## config.mk

```make
export PLATFORM = sky130hd
export DESIGN_NAME = spi_master_register_block_top
export DESIGN_NICKNAME = d
export VERILOG_FILES = /design/src/design/spi_mrb_pkg.sv /design/src/design/spi_mrb_ram.sv /design/src/design/spi_master_register_block_top.sv
export SDC_FILE = /design/constraint.sdc
export NUM_CORES = 1
export LEC_CHECK = 0
export BUFFER_PORTS_ARGS = -buffer_cell sky130_fd_sc_hd__buf_4
export CELL_PAD_IN_SITES_DETAIL_PLACEMENT = 0
export CELL_PAD_IN_SITES_GLOBAL_PLACEMENT = 2
export CORE_AREA = 2 2 122 124
export CTS_BUF_LIST = sky130_fd_sc_hd__clkbuf_2 sky130_fd_sc_hd__clkbuf_4 sky130_fd_sc_hd__clkbuf_8
export DETAILED_ROUTE_END_ITERATION = 10
export DIE_AREA = 0 0 124 126
export MAX_ROUTING_LAYER = met4
export PLACE_DENSITY = 0.87
export REMOVE_ABC_BUFFERS = 1
export SKIP_CTS_REPAIR_TIMING = 1
export SLEW_MARGIN = 10
export SYNTH_ARGS = -nofsm -noshare
export SYNTH_HDL_FRONTEND = slang
export SYNTH_SLANG_ARGS = --single-unit
```

## constraint.sdc

```tcl
create_clock -name aclk -period 2.73 [get_ports aclk]
set_clock_uncertainty 0.05 [all_clocks]
set_input_delay 0.546 -clock aclk [delete_from_list [all_inputs] [get_ports aclk]]
set_output_delay 0.546 -clock aclk [all_outputs]
set_load 0.005 [all_outputs]
```

## src/design/spi_mrb_pkg.sv

```systemverilog
`timescale 1ns / 1ps

package spi_mrb_pkg;

    localparam int DEF_FIFO_DEPTH   = 8;
    localparam int DEF_SELECT_LINES = 4;

    localparam logic       KIND_READ  = 1'b0;
    localparam logic       KIND_WRITE = 1'b1;

    localparam logic [2:0] REG_CR1    = 3'd0;
    localparam logic [2:0] REG_CR2    = 3'd1;
    localparam logic [2:0] REG_SR     = 3'd2;
    localparam logic [2:0] REG_DR     = 3'd3;
    localparam logic [2:0] REG_CSCTRL = 3'd4;

    localparam logic [7:0] SR_RXNE     = 8'h01;
    localparam logic [7:0] SR_TXE      = 8'h02;
    localparam logic [7:0] SR_UNDERRUN = 8'h04;
    localparam logic [7:0] SR_OVERRUN  = 8'h08;

    localparam logic [7:0] CR2_TXEIE    = 8'h80;
    localparam logic [7:0] CR2_RXNEIE   = 8'h40;
    localparam logic [7:0] CR2_ERRIE    = 8'h20;
    localparam logic [7:0] CR2_WRITABLE = 8'hF0;

    localparam int SEL_PORT_BITS   = 4;
    localparam int CS_ACTIVE_SHIFT = 4;

    typedef logic [7:0] byte_t;

endpackage

```

## src/design/spi_mrb_ram.sv

```systemverilog
`timescale 1ns / 1ps

module spi_mrb_ram #(
    parameter int WIDTH = 8,
    parameter int DEPTH = 8,
    localparam int AW = (DEPTH > 1) ? $clog2(DEPTH) : 1
) (
    input  logic             aclk,
    input  logic             we,
    input  logic [AW-1:0]    waddr,
    input  logic [WIDTH-1:0] wdata,
    input  logic             re,
    input  logic [AW-1:0]    raddr,
    output logic [WIDTH-1:0] rdata
);

    logic [WIDTH-1:0] mem [DEPTH];
    logic [WIDTH-1:0] rdata_reg;

    always_ff @(posedge aclk) begin
        if (we) begin
            mem[waddr] <= wdata;
        end
        if (re) begin
            rdata_reg <= mem[raddr];
        end
    end

    assign rdata = rdata_reg;

endmodule

```

## src/design/spi_master_register_block_top.sv

```systemverilog
// SPI master register block: one bus access (read or write of CR1, CR2, SR, DR or CSCTRL) is
// taken per clock and its result word appears in the next cycle in an output register, so the
// block sustains one access per cycle while m_ready stays high; a stalled result holds and
// input is taken again as soon as it moves on. A DR write reports the sent byte and pushes the
// slave reply into the receive FIFO (a RAM with a registered read port), or sets overrun if
// it is full; a DR read pops it through that port, or sets underrun if it is empty. FIFO_DEPTH
// sets the RAM depth, SELECT_LINES the number of live active-low chip selects (unused lines
// read 1). Receive entries start undefined after reset; only written entries are ever returned.
`timescale 1ns / 1ps

module spi_master_register_block_top #(
    parameter int FIFO_DEPTH   = spi_mrb_pkg::DEF_FIFO_DEPTH,
    parameter int SELECT_LINES = spi_mrb_pkg::DEF_SELECT_LINES
) (
    input  logic       aclk,
    input  logic       aresetn,
    input  logic       s_valid,
    output logic       s_ready,
    input  logic       s_kind,
    input  logic [2:0] s_reg_index,
    input  logic [7:0] s_write_data,
    input  logic [7:0] s_slave_reply,
    output logic       m_valid,
    input  logic       m_ready,
    output logic [7:0] m_read_data,
    output logic       m_irq_level,
    output logic [3:0] m_chip_selects,
    output logic       m_byte_sent,
    output logic [7:0] m_sent_byte,
    output logic       m_bad_access
);

    import spi_mrb_pkg::*;

    localparam int AW = (FIFO_DEPTH > 1) ? $clog2(FIFO_DEPTH) : 1;
    localparam int CW = $clog2(FIFO_DEPTH + 1);
    localparam int SW = CW + 1;

    byte_t          ctrl1_reg, ctrl1_next;
    byte_t          ctrl2_reg, ctrl2_next;
    byte_t          csctrl_reg, csctrl_next;
    logic           ovr_reg, ovr_next;
    logic           und_reg, und_next;
    logic [CW-1:0]  count_reg, count_next;
    logic [AW-1:0]  head_reg, head_next;

    logic           out_valid_reg;
    byte_t          rdata_reg, rdata_next;
    logic           pop_reg, pop_next;
    logic           irq_reg, irq_next;
    logic [3:0]     cs_reg, cs_next;
    logic           sent_reg, sent_next;
    byte_t          sbyte_reg, sbyte_next;
    logic           bad_reg, bad_next;

    logic           push;
    logic           accept;
    logic [SW-1:0]  tail_sum;
    logic [AW-1:0]  tail;
    byte_t          ram_rdata;

    assign s_ready = !out_valid_reg || m_ready;
    assign accept  = s_valid && s_ready;

    // tail wraps without a divider since head plus count stays below twice the depth
    assign tail_sum = SW'(head_reg) + SW'(count_reg);
    always_comb begin
        if (tail_sum >= SW'(FIFO_DEPTH)) begin
            tail = AW'(tail_sum - SW'(FIFO_DEPTH));
        end else begin
            tail = AW'(tail_sum);
        end
    end

    always_comb begin
        ctrl1_next  = ctrl1_reg;
        ctrl2_next  = ctrl2_reg;
        csctrl_next = csctrl_reg;
        ovr_next    = ovr_reg;
        und_next    = und_reg;
        count_next  = count_reg;
        head_next   = head_reg;
        rdata_next  = '0;
        pop_next    = 1'b0;
        sent_next   = 1'b0;
        sbyte_next  = '0;
        bad_next    = 1'b0;
        push        = 1'b0;
        case (s_reg_index)
            REG_CR1: begin
                if (s_kind == KIND_WRITE) begin
                    ctrl1_next = s_write_data;
                end else begin
                    rdata_next = ctrl1_reg;
                end
            end
            REG_CR2: begin
                if (s_kind == KIND_WRITE) begin
                    ctrl2_next = s_write_data & CR2_WRITABLE;
                end else begin
                    rdata_next = ctrl2_reg;
                end
            end
            REG_SR: begin
                if (s_kind == KIND_WRITE) begin
                    if ((s_write_data & SR_UNDERRUN) != '0) begin
                        und_next = 1'b0;
                    end
                    if ((s_write_data & SR_OVERRUN) != '0) begin
                        ovr_next = 1'b0;
                    end
                end else begin
                    rdata_next = SR_TXE;
                    if (count_reg != '0) begin
                        rdata_next = rdata_next | SR_RXNE;
                    end
                    if (und_reg) begin
                        rdata_next = rdata_next | SR_UNDERRUN;
                    end
                    if (ovr_reg) begin
                        rdata_next = rdata_next | SR_OVERRUN;
                    end
                end
            end
            REG_DR: begin
                if (s_kind == KIND_WRITE) begin
                    sent_next  = 1'b1;
                    sbyte_next = s_write_data;
                    if (count_reg < CW'(FIFO_DEPTH)) begin
                        push       = 1'b1;
                        count_next = count_reg + CW'(1);
                    end else begin
                        ovr_next = 1'b1;
                    end
                end else begin
                    if (count_reg == '0) begin
                        und_next = 1'b1;
                    end else begin
                        pop_next   = 1'b1;
                        count_next = count_reg - CW'(1);
                        if (head_reg == AW'(FIFO_DEPTH - 1)) begin
                            head_next = '0;
                        end else begin
                            head_next = head_reg + AW'(1);
                        end
                    end
                end
            end
            REG_CSCTRL: begin
                if (s_kind == KIND_WRITE) begin
                    csctrl_next = s_write_data;
                end else begin
                    rdata_next = csctrl_reg;
                end
            end
            default: begin
                bad_next = 1'b1;
            end
        endcase
    end

    always_comb begin
        irq_next = 1'b0;
        if ((ctrl2_next & CR2_TXEIE) != '0) begin
            irq_next = 1'b1;
        end
        if (((ctrl2_next & CR2_RXNEIE) != '0) && (count_next != '0)) begin
            irq_next = 1'b1;
        end
        if (((ctrl2_next & CR2_ERRIE) != '0) && (ovr_next || und_next)) begin
            irq_next = 1'b1;
        end
    end

    always_comb begin
        for (int i = 0; i < SEL_PORT_BITS; i++) begin
            cs_next[i] = !((i < SELECT_LINES) && csctrl_next[i]
                           && csctrl_next[i + CS_ACTIVE_SHIFT]);
        end
    end

    spi_mrb_ram #(
        .WIDTH(8),
        .DEPTH(FIFO_DEPTH)
    ) u_rx_ram (
        .aclk (aclk),
        .we   (accept && push),
        .waddr(tail),
        .wdata(s_slave_reply),
        .re   (accept && pop_next),
        .raddr(head_reg),
        .rdata(ram_rdata)
    );

    always_ff @(posedge aclk) begin
        if (!aresetn) begin
            ctrl1_reg     <= '0;
            ctrl2_reg     <= '0;
            csctrl_reg    <= '0;
            ovr_reg       <= 1'b0;
            und_reg       <= 1'b0;
            count_reg     <= '0;
            head_reg      <= '0;
            out_valid_reg <= 1'b0;
        end else begin
            if (accept) begin
                ctrl1_reg  <= ctrl1_next;
                ctrl2_reg  <= ctrl2_next;
                csctrl_reg <= csctrl_next;
                ovr_reg    <= ovr_next;
                und_reg    <= und_next;
                count_reg  <= count_next;
                head_reg   <= head_next;
            end
            if (accept) begin
                out_valid_reg <= 1'b1;
            end else if (m_ready) begin
                out_valid_reg <= 1'b0;
            end
        end
    end

    always_ff @(posedge aclk) begin
        if (accept) begin
            rdata_reg <= rdata_next;
            pop_reg   <= pop_next;
            irq_reg   <= irq_next;
            cs_reg    <= cs_next;
            sent_reg  <= sent_next;
            sbyte_reg <= sbyte_next;
            bad_reg   <= bad_next;
        end
    end

    assign m_valid        = out_valid_reg;
    assign m_read_data    = pop_reg ? ram_rdata : rdata_reg;
    assign m_irq_level    = irq_reg;
    assign m_chip_selects = cs_reg;
    assign m_byte_sent    = sent_reg;
    assign m_sent_byte    = sbyte_reg;
    assign m_bad_access   = bad_reg;

endmodule

```

# Word-level counts from Yosys, hierarchy flattened
# Memories as Yosys holds them, arrays and structs flattened. A register that Yosys moved wholly into a read port is not among the register bits.
# Cells that the tools add are included.
[classes]
order_cmp = 2
mux = 42
bitwise = 2
reduce_logical = 27
eq_ne = 5
n_addsub = 5
[op_table]
columns = ["op", "count"]
rows = [
  ["$mux W8", 8],
  ["$pmux W8 S4", 1],
  ["$mux W4", 6],
  ["$mux W1", 22],
  ["$logic_and A1 B1 Y1", 9],
  ["$mux W3", 3],
  ["$reduce_bool A4 Y1", 2],
  ["$eq A3 B2 Y1 const B", 2],
  ["$eq A3 B3 Y1 const B", 2],
  ["$reduce_and A3 Y1", 2],
  ["$add A3 B4 Y5", 1],
  ["$ge A5 B4 Y1 const B", 1],
  ["$logic_not A1 Y1", 5],
  ["$reduce_or A5 Y1", 1],
  ["$add A4 B1 Y4 const B", 1],
  ["$logic_not A4 Y1", 1],
  ["$lt A4 B4 Y1 const B", 1],
  ["$pmux W1 S2", 2],
  ["$reduce_and A4 Y1", 1],
  ["$sub A4 B1 Y4 const B", 1],
  ["$add A3 B1 Y3 const B", 1],
  ["$eq A3 B1 Y1 const B", 1],
  ["$logic_not A3 Y1", 1],
  ["$sub A3 B1 Y3 const B", 1],
  ["other kinds (5)", 7],
]
[totals]
regBits = 54
output_inout_bits = 25
word_cells = 100
ram_bits = 64
n_memories = 1
[memory_table]
columns = ["memory", "depth", "width", "read_ports", "rd_clocked_by_memory_dff", "wr", "line", "source"]
rows = [
  ["u_rx_ram.mem", 8, 8, 1, 1, 1, "spi_mrb_ram.sv:17", "logic [WIDTH-1:0] mem [DEPTH];"],
]

# Longest topological paths before layout
[depth]
ltp_word = 7
ltp_mapped = 7
mapped_depth_nobuf = 7

# By module
# Synthesis repeated with hierarchy kept, for this count alone.
[hier_totals]
hier_cells = 398
hier_area_um2 = 5564.1
[by_module_without_submodules]
columns = ["module", "instances", "cells_each", "area_per_inst_um2"]
rows = [
  ["spi_master_register_block_top", 1, 284, 2792.7],
  ["spi_mrb_ram", 1, 114, 2771.4],
]

# Worst setup path before layout
# OpenSTA, ideal clock, no wires.
[synth_path]
path_type = "register to register"
from = "register head_reg[1]"
to = "memory u_rx_ram.mem[6][0], enable pin"
synth_period_minus_slack_ps = 2944
required_time_ps = 2297
arrival_ps = 2511
stages_incl_launch_ff = 8
setup_slack_ps = -214
setup_ps = 383
path_cell_list = "dfxtp_1 > clkbuf_1 > clkbuf_1 > inv_1 > fa_1 > xnor2_1 > xnor2_1 > nor3_1"
[synth_between]
elab_chain_cells = 3
word_cells_on_any_way = 4
cone_classes = "2 x add/sub; 1 x order compare; 1 x mux"
[synth_lines]
columns = ["item", "line", "source"]
rows = [
  ["start, declared", "spi_master_register_block_top.sv:45", "logic [AW-1:0] head_reg, head_next;"],
  ["start signal, assigned", "spi_master_register_block_top.sv:213", "head_reg <= head_next;"],
  ["$add A3 B4 Y5 (*)", "spi_master_register_block_top.sv:66", "assign tail_sum = SW'(head_reg) + SW'(count_reg);"],
  ["$ge A5 B4 Y1 / $sub A3 B1 Y3 (equally long branches)", "spi_master_register_block_top.sv:68, spi_master_register_block_top.sv:69", ""],
  ["$mux W3 (*)", "spi_master_register_block_top.sv:68", "if (tail_sum >= SW'(FIFO_DEPTH)) begin"],
  ["end, declared", "spi_mrb_ram.sv:17", ""],
]
# Every way passes the cells marked *; elsewhere a longest branch is shown, timed or not.

# Worst setup path after layout
[layout_path]
from = "register count_reg[0]"
to = "memory u_rx_ram.mem[6][1], enable pin"
[layout_between]
elab_chain_cells = 7
word_cells_on_any_way = 11
cone_classes = "2 x add/sub; 2 x order compare; 6 x mux; 1 x reduce/logical"
[layout_lines]
columns = ["item", "line", "source"]
rows = [
  ["start, declared", "spi_master_register_block_top.sv:44", "logic [CW-1:0] count_reg, count_next;"],
  ["start signal, assigned", "spi_master_register_block_top.sv:212", "count_reg <= count_next;"],
  ["$lt A4 B4 Y1", "spi_master_register_block_top.sv:129", "if (count_reg < CW'(FIFO_DEPTH)) begin"],
  ["$mux W1", "spi_master_register_block_top.sv:129", ""],
  ["$mux W1", "spi_master_register_block_top.sv:126", "if (s_kind == KIND_WRITE) begin"],
  ["$mux W1", "spi_master_register_block_top.sv:89", "case (s_reg_index)"],
  ["$logic_and A1 B1 Y1", "spi_master_register_block_top.sv:187", ".we (accept && push),"],
  ["$mux W1", "spi_mrb_ram.sv:21", "if (we) begin"],
  ["$mux W1 (not written as such)", "spi_mrb_ram.sv:22", "mem[waddr] <= wdata;"],
]
# Several ways; a longest one is shown, not always the timed one.

==> results_dict.tcl <==
set metrics [dict create \
    outcome "complete, no violations" \
    grt_pass1_wl_um 18500 \
    n_antenna_cell 0 \
    worst-setup-path-type "reg -> reg" \
    switchingPower_w 0.000893 \
    clk_pin_slew_ps 80 \
    timing.final.max_slew_violations 0 \
    die_height_um 126 \
    power_frac_clock_pct 42.5 \
    cp_common_cell "xnor2_1" \
    post-route-util_pct 45.5 \
    rsz0062_at_grt "false" \
    route.detailed.drc 0 \
    n_fill_cell 1295 \
    swShare_pct 21.9 \
    crit_start "count_reg[0]" \
    worst_ep_arrival_time_ps 2360 \
    slowest_stage "dfxtp_1" \
    grt_overflow_total 0 \
    fp-row-count 44 \
    cts_tree "built" \
    fin_crit_sh_pct 83.3 \
    hp-class "in -> reg" \
    worst_pin_slew_ps 694 \
    via_per_inst 5.14 \
    cp_max_fo 8 \
    pin_count 49 \
    ir_drop_mv 0.295 \
    htreeDepth 4 \
    period_minus_slack_ps 2270 \
    synth_edf_count 96 \
    ys_async_sr_fraction_pct 0 \
    ant_nets 0 \
    synth_ff_type "edfxtp_1" \
    dp_hpwl_um 7970 \
    crit_path_max_incr_delay_ps 470 \
    clockBufferDepth 2 \
    critPathRequiredTime_ps 2810 \
    area_growth_pct 18.3 \
    synthesis.area_um2 5500 \
    grt_pass1_vias 3356 \
    root_buffer "clkbuf_8" \
    drtIter0Drc 306 \
    final_layout_size_suffix_gt1_share_pct 28.3 \
    core_um2 14300 \
    avgRoutedWirePerCell_um 17.8 \
    die_area_um2 15600 \
    die_w_um 124 \
    cp_top_family "adder cells" \
    clock_latency_ps 430 \
    ys_types 53 \
    start_util_pct 38.4 \
    finalSetupTns_ps 0 \
    hold_viol_final 0 \
    setup_viol 0 \
    io_buffers 48 \
    vias 3344 \
    fin_nets 483 \
    wl_um 11500 \
    crit_buf_inv 2 \
    antenna_found_initial 0 \
    syn_inst 395 \
    comb_power_share_pct 5.9 \
    max_cap_violations 0 \
    fmax_mhz 440 \
    top_register "u_rx_ram.mem" \
    grt.total_usage_pct 16.5 \
    grt_max_degree 31 \
    crit_path_start_kind "register" \
    yosys_warnings 0 \
    end_kind "register" \
    cts_sinks 126 \
    post_synth.cell_area_avg_um2 13.9 \
    hp-start "s_slave_reply[5]" \
    p_seq_share_pct 51.7 \
    first_pass_iters 4 \
    ys_ff_latch 126 \
    seq_area_frac_synth_pct 63.3 \
    power.density_nw_per_um2 626 \
    power_w 0.00408 \
    slew_headroom_pct 53.5 \
    place_congestion 0.743 \
    reg2reg_from "count_reg[0]" \
    cts_buffers 17 \
    crit_path_cell_trace "ha_1 > inv_1 > fa_1 > xnor2_1 > xnor2_1 > nor3_1 > buf_4" \
    p_leak_nw 2.31 \
    p_int_w 0.00318 \
    largest_reg_flops 64 \
]
==> cell families after synthesis <==
kind of cell	share of synthesized area, %
AOI/OAI and AO/OA	6.41
adders and majority gates	1.50
xor gates and xnor gates	0.637
buffers and inverters	2.84
muxes	12.9
and+or+nand+nor	12.4
DFF	63.3
==> power by group through the flow <==
stage | Combinational [W] | Clock, W | Sequential (W)
global route | 0.000265 | 0.00185 | 0.00211
CTS | 0.000243 | 0.00176 | 0.00211
floorplan | 0.000109 | 0 | 0.00215
finish | 0.000240 | 0.00173 | 0.00211
global placement | 0.000239 | 0 | 0.00215
detailed placement | 0.000242 | 0 | 0.00215
==> cell usage in the layout, fill, tap and decap left out, types with 2 or more instances in the layout <==
master      Yosys  final
nor2b_1        11     11
and2_1          3      3
edfxtp_1       96     96
clkbuf_8        0     17
mux2i_1        17     17
and3b_1         2      2
nand2b_1        3      3
a31oi_1         5      5
bufinv_16       0      4
nor3_1          8      8
nor2_1         29     29
nand3_1         9      9
a21boi_0       15     15
a21oi_1        10     10
and3_1         14     14
nor3b_1         2      2
ha_1            5      5
mux4_2         16     16
mux2_2         16     16
xnor2_1         3      3
or3_1           2      2
clkinvlp_4      0      2
inv_1           8      8
clkinv_4        0      4
nand2_1        35     35
nand3b_1        3      3
clkinv_1        0      3
a21boi_1        3      3
dfxtp_1        30     30
buf_4           4     63
o21ai_0         3      3
==> path summary, 6_finish.rpt <==
path | end | slack (ps) | cells after the start
max reg2reg | u_rx_ram.mem[6][1] | 460 | 7
max | u_rx_ram.mem[6][1] | 460 | 7
min | u_rx_ram.mem[7][5] | 310 | 1
min reg2reg | csctrl_reg[7] | 440 | 2
==> routing by layer <==
metal	routed length (um)	GRT usage (%)	vias up
met2	5530	25.0	83
met4	131	4.96	0
li1	-	-	1598
met5	0	-	-
met3	649	3.94	11
met1	5230	22.0	1652
==> cell type report <==
class	instances	area, um2	share of cell area (%)
inverters	8	30.0	0.461
multi-input cells	237	1860	28.6
clock inverters	15	195	3.00
clock buffers	17	234	3.60
flip-flops and latches	126	3480	53.5
well taps	184	230	3.54
repair buffers	63	473	7.27
==> metrics by stage <==
step | cells | worst slack, ps | cell area [um2] | hold slack [ps]
global route | 650 | 254 | 6510 | 294
finish | 650 | 456 | 6510 | 310
CTS | 650 | 435 | 6510 | 294
detailed placement | 618 | 438 | 6080 | 427
global placement | 618 | 465 | 6080 | 424
floorplan | 371 | -373 | 5380 | 393
==> cells in the mapped netlist (all sizes together) (3+ instances only) <==
library cell,count,area [um2]
nand2b,3,18.8
nand3,9,45.0
a21boi,18,135
ha,5,62.6
mux4,16,360
mux2i,17,170
dfxtp,30,601
clkbuf,11,41.3
and2,4,26.3
edfxtp,96,2880
o21ai,4,20.0
nand3b,3,22.5
a31oi,5,31.3
nor2b,11,68.8
mux2,16,180
inv,8,30.0
nor2,29,109
a21oi,11,58.8
nand2,35,131
xnor2,3,26.3
and3,14,87.6
nor3b,3,27.5
buf,13,85.1
nor3,9,56.3
==> worst reg2reg max path: cells and delay by family (launching register included) <==
kind | cells | cell delay, ps
simple gates | 1 | 210
buf+inv | 2 | 250
fa+ha+maj | 2 | 560
xor+xnor | 2 | 450
flops | 1 | 470
(Power assumes the default switching activity.)
